===== config.mk =====
export PLATFORM = sky130hd
export DESIGN_NAME = pgpm_group_set
export DESIGN_NICKNAME = d
export VERILOG_FILES = /design/src/design/pgpm_pkg.sv /design/src/design/pgpm_group_set.sv
export SDC_FILE = /design/constraint.sdc
export NUM_CORES = 2
export LEC_CHECK = 0
export BUFFER_PORTS_ARGS = -buffer_cell sky130_fd_sc_hd__buf_2
export CAP_MARGIN = 20
export CORE_ASPECT_RATIO = 0.5
export CORE_UTILIZATION = 30
export DETAILED_ROUTE_END_ITERATION = 12
export GPL_ROUTABILITY_DRIVEN = 0
export SKIP_CTS_REPAIR_TIMING = 1
export SYNTH_ARGS = -nofsm -noshare
export SYNTH_HDL_FRONTEND = slang
export SYNTH_SLANG_ARGS = --single-unit

===== constraint.sdc =====
create_clock -name clock -period 102 [get_ports clock]
set_input_delay 0 -clock clock [delete_from_list [all_inputs] [get_ports clock]]
set_output_delay 0 -clock clock [all_outputs]
set_load 0.02 [all_outputs]

===== src/design/pgpm_pkg.sv =====
// Shared types, constants and helper functions for the prefix match table.
`default_nettype none

package pgpm_pkg;

   localparam int MAX_ENTRIES = 4096;
   localparam int MAX_GROUPS  = 1024;
   localparam int ADDR_W      = 32;
   localparam int LEN_W       = 6;
   localparam int POLICY_W    = 10;
   localparam int MODE_W      = 2;
   localparam int ENTRY_IDX_W = $clog2(MAX_ENTRIES);
   localparam int ENTRY_CNT_W = $clog2(MAX_ENTRIES + 1);
   localparam int GROUP_W     = $clog2(MAX_GROUPS);

   typedef enum logic [MODE_W-1:0] {
      MODE_ADD     = 2'd0,
      MODE_DISABLE = 2'd1,
      MODE_QUERY   = 2'd2,
      MODE_UNUSED  = 2'd3
   } mode_type;

   typedef enum logic [1:0] {
      ST_CLEAR,
      ST_IDLE,
      ST_WALK,
      ST_FLUSH
   } state_type;

   typedef struct packed {
      logic [MODE_W-1:0]   mode;
      logic [POLICY_W-1:0] policy_id;
      logic [ADDR_W-1:0]   first_address;
      logic [LEN_W-1:0]    prefix_len;
      logic [ADDR_W-1:0]   second_address;
   } req_type;

   typedef struct packed {
      logic verdict;
      logic full_error;
   } rsp_type;

   typedef struct packed {
      logic [ADDR_W-1:0]  network;
      logic [LEN_W-1:0]   length;
      logic [GROUP_W-1:0] group;
      logic               disabled;
   } entry_type;

   // One match-set update per walked entry during a query
   typedef struct packed {
      logic               valid;
      logic [GROUP_W-1:0] group;
      logic               hit_first;
      logic               hit_second;
   } set_upd_type;

   // One cleared group per cycle during the clearing sweep
   typedef struct packed {
      logic               valid;
      logic [GROUP_W-1:0] index;
   } set_clr_type;

   function automatic logic [LEN_W-1:0] clamp_len(input logic [LEN_W-1:0] len);
      logic [LEN_W-1:0] res;
      res = (len > LEN_W'(ADDR_W)) ? LEN_W'(ADDR_W) : len;
      return res;
   endfunction

   // Length zero gives an all-zero mask, full length gives all ones.
   function automatic logic [ADDR_W-1:0] prefix_mask(input logic [LEN_W-1:0] len);
      logic [ADDR_W-1:0] res;
      res = ~({ADDR_W{1'b1}} >> clamp_len(len));
      return res;
   endfunction

   function automatic logic [GROUP_W-1:0] group_of(input logic [POLICY_W-1:0] id);
      logic [GROUP_W-1:0] res;
      res = GROUP_W'(id % MAX_GROUPS);
      return res;
   endfunction

endpackage

`default_nettype wire


===== src/design/pgpm_group_set.sv =====
// Per-group match-set memory with read-modify-write, forwarding and pair detection.
`default_nettype none

module pgpm_group_set
   import pgpm_pkg::*;
(
   input  wire logic        clock,
   input  wire logic        reset,
   input  wire set_upd_type upd,
   input  wire set_clr_type clr,
   output logic             pair_hit
);

   // bit 1: matched first address, bit 0: matched second address
   logic [1:0] set_mem [MAX_GROUPS];

   logic [1:0]         rd_q_ff;
   set_upd_type        stage_ff;
   logic               wr_vld_ff;
   logic [GROUP_W-1:0] wr_group_ff;
   logic [1:0]         wr_val_ff;

   logic               we;
   logic [GROUP_W-1:0] wa;
   logic [1:0]         wd;
   logic [1:0]         cur;

   // Take the value written last cycle when the read raced it
   always_comb begin
      cur = (wr_vld_ff && wr_group_ff == stage_ff.group) ? wr_val_ff : rd_q_ff;
   end

   always_comb begin
      we = 1'b0;
      wa = stage_ff.group;
      wd = cur | {stage_ff.hit_first, stage_ff.hit_second};
      if (clr.valid) begin
         we = 1'b1;
         wa = clr.index;
         wd = 2'b00;
      end else if (stage_ff.valid) begin
         we = 1'b1;
      end
   end

   assign pair_hit = stage_ff.valid && (&wd);

   always_ff @(posedge clock) begin
      if (we) begin
         set_mem[wa] <= wd;
      end
      rd_q_ff     <= set_mem[upd.group];
      wr_group_ff <= wa;
      wr_val_ff   <= wd;
   end

   always_ff @(posedge clock) begin
      if (reset) begin
         stage_ff  <= '0;
         wr_vld_ff <= 1'b0;
      end else begin
         stage_ff  <= upd;
         wr_vld_ff <= we;
      end
   end

endmodule

`default_nettype wire


==> impl_metrics.env <==
export IMPL_critical_path_max_fanout=100
export IMPL_design_area_um2=95500
export IMPL_cp_end_kind="register"
export IMPL_worst_pin_slew_ps=1300
export IMPL_die_area_um2=285000
export IMPL_synth_edff_count=2048
export IMPL_worstSetupPathType="in2reg"
export IMPL_vdd_ir_drop_max_v=0.0000185
export IMPL_synthDistinctLibCells=59
export IMPL_finalCriticalPeriod_ps=5450
export IMPL_status="finished, final reports clean"
export IMPL_hpwl_um=125000
export IMPL_grtUsageMet2_pct=26.6
export IMPL_synth_warnings=0
export IMPL_hp_class="in2reg"
export IMPL_dpl_cell_area_um2=89000
export IMPL_rrSetupSlack_ps=97590
export IMPL_setup_viol=0
export IMPL_clk_pin_slew_worst_paths_ps=60
export IMPL_final_hold_viol_count=0
export IMPL_skew_ps=25.8
export IMPL_ant_nets=0
export IMPL_reg2regPathDepth=8
export IMPL_use_met3_pct=3.27
export IMPL_cts_buffer_depth=3
export IMPL_num_vias=46807
export IMPL_crit_required_ps=102710
export IMPL_hold_end="stage_ff[6]"
export IMPL_fmax_ghz=0.184
export IMPL_grt_pass1_wl_um=339000
export IMPL_place_ws_ps=95780
export IMPL_rsz0062_at_grt="false"
export IMPL_htreeDepth=4
export IMPL_r2r_end="set_mem[196][1]"
export IMPL_final_cells=8831
export IMPL_fp_dieH_um=378
export IMPL_synth_seq_cells=2076
export IMPL_r2r_start="stage_ff[2]"
export IMPL_cts_sinks=2076
export IMPL_core_area_um2=280000
export IMPL_netlist_area_um2=84800
export IMPL_vias_per_cell=5.30
export IMPL_num_io_pins=27
export IMPL_worst_slack_ps=96550
export IMPL_crit_arrival_ps=6150
export IMPL_async_reset_ff_share_pct=0
export IMPL_hold_depth=3
export IMPL_drtIter0Drc=6244
export IMPL_fp_dieW_um=754
export IMPL_clk_latency_ps=840
export IMPL_initial_core_util_pct=30.3
export IMPL_place_inst=8429
export IMPL_grtUsageTotal_pct=16.4
export IMPL_drt_total_wl_um=241000
export IMPL_tns_ps=0
export IMPL_rows=137
export IMPL_antenna_found_initial=6
export IMPL_firstDrtPassIters=5
export IMPL_drive_gt1_share_pct=18.0
export IMPL_slew_viol_final=0
export IMPL_numCtsBuffers=197
export IMPL_cts_root_buf="clkbuf_16"
export IMPL_overflow=0
export IMPL_wl_per_cell_um=27.3
export IMPL_p_leak_nw=29.0
export IMPL_area_growth_pct=12.7
export IMPL_grt_pass1_vias=46169
export IMPL_post_route_period_util_pct=5.34
export IMPL_start_kind="primary input"
export IMPL_p_per_area_nw_per_um2=18.8
export IMPL_syn_nets=4943
export IMPL_synth_ff_type="edfxtp_1"
export IMPL_synth_cells=4917
export IMPL_drcViolationCount=0
export IMPL_seq_area_frac_synth_pct=73.2
export IMPL_portBuffers=26
export IMPL_top_usage_layer="met2"
export IMPL_grt_start_max_net_pins=236
export IMPL_grt_util_met1_pct=22.4
export IMPL_syn_avg_cell_area_um2=17.2
export IMPL_nets=4935
export IMPL_hold_start="reset"
export IMPL_final_core_util_pct=34.1
export IMPL_cts_tree="done"
export IMPL_max_slew_margin_rel_pct=11.2
export IMPL_maxCapViolations=0
[cell type report]
type	count	area, um^2
diodes	4	10.0
clock buffers	252	5240
clock inverters	112	966
fillers	26455	184000
inverters	15	62.6
multi-input cells	2438	20900
flip-flops and latches	2076	62100
well taps	3753	4700
repair buffers	181	1630
[layout by cell type, fill, tap and decap left out, types with 49 or more instances in the layout]
| cell type | n |
|---|---|
| a21oi_1 | 69 |
| buf_4 | 110 |
| clkbuf_1 | 50 |
| clkbuf_16 | 202 |
| clkinv_1 | 49 |
| edfxtp_1 | 2048 |
| mux2i_1 | 247 |
| mux4_2 | 427 |
| nand2_1 | 102 |
| nor2_1 | 1085 |
| o221ai_1 | 86 |
| o22ai_1 | 57 |
[worst max-delay path by stage]
stage	start	end	slack, ps	cells past startpoint
final	upd[3]	rd_q_ff[0]	96550	14
after global routing	upd[3]	rd_q_ff[0]	96370	14
after CTS	upd[3]	rd_q_ff[0]	96650	14
after detailed placement	upd[3]	rd_q_ff[0]	95780	14
after global placement	upd[3]	rd_q_ff[0]	95770	14
after floorplan	stage_ff[7]	set_mem[0][1]	68090	5
[stage by stage]
step | hold WS (ps) | power, mW
floorplan | 71.6 | 1.10
global placement | 213 | 1.09
detailed placement | 216 | 1.09
CTS | -676 | 1.80
global route | 66.4 | 1.84
finish | 79.6 | 1.80
[registers in the layout, summed over array words and instances (netlist names)]
signal       flops
wr_group_ff     10
wr_vld_ff        1
stage_ff        13
wr_val_ff        2
rd_q_ff          2
set_mem       2048
[Yosys cell counts (6+ instances only)]
cell / n / area share [%]
edfxtp_1: 2048 / 73
nor2_1: 1091 / 4.8
mux4_2: 427 / 11
mux2i_1: 247 / 2.9
clkbuf_1: 223 / 0.99
nand2_1: 123 / 0.54
o221ai_1: 86 / 0.89
a21oi_1: 70 / 0.41
o22ai_1: 57 / 0.42
buf_1: 52 / 0.23
nor3_1: 46 / 0.27
a22oi_1: 39 / 0.35
o21ai_0: 36 / 0.21
buf_2: 32 / 0.19
buf_6: 30 / 0.40
nand3_1: 30 / 0.18
dfxtp_1: 28 / 0.66
a211oi_1: 23 / 0.20
buf_4: 22 / 0.19
buf_8: 22 / 0.39
nor2b_1: 22 / 0.16
nor4_1: 12 / 0.089
a221oi_1: 11 / 0.11
inv_1: 11 / 0.049
mux2_2: 11 / 0.15
xnor2_1: 10 / 0.10
a22o_1: 8 / 0.083
nand4_1: 8 / 0.059
and2_1: 7 / 0.052
buf_12: 7 / 0.17
o211ai_1: 7 / 0.062
mux4_1: 6 / 0.19
or3_1: 6 / 0.044
[layer usage]
| metal | up-vias | share of wire (%) |
|---|---|---|
| li1 | 19276 | - |
| met5 | - | 0 |
| met1 | 24881 | 41 |
| met4 | 0 | 3.2 |
| met3 | 419 | 8.8 |
| met2 | 2231 | 47 |
[report_power, final]
| part | switching [mW] | internal (mW) |
|---|---|---|
| logic | 0.0850 | 0.0314 |
| clock network | 0.318 | 0.400 |
| registers | 0.000894 | 0.959 |
[worst max-delay path, cell delays in order]
cell,delay (ps)
buf_8,460
buf_12,560
buf_4,490
buf_12,530
buf_4,850
buf_4,740
mux4_2,410
a22oi_1,220
a21oi_1,100
or3_1,380
nor3_1,530
nor4_1,180
a221oi_1,380
nand4bb_1,140
[cells by family (layout without fill, tap and decap cells)]
kind of cell / count (synthesis) / after routing / share of synthesized area [%]
DFF: 2076 / 2076 / 73.2
and+or+nand+nor: 1364 / 1364 / 6.38
muxes: 691 / 691 / 14.6
buffers and inverters: 403 / 560 / 2.62
AOI/OAI and AO/OA: 373 / 373 / 3.08
xor gates and xnor gates: 10 / 10 / 0.103
other: 0 / 4 / 0
No activity file was read; power rests on OpenSTA's default activity.
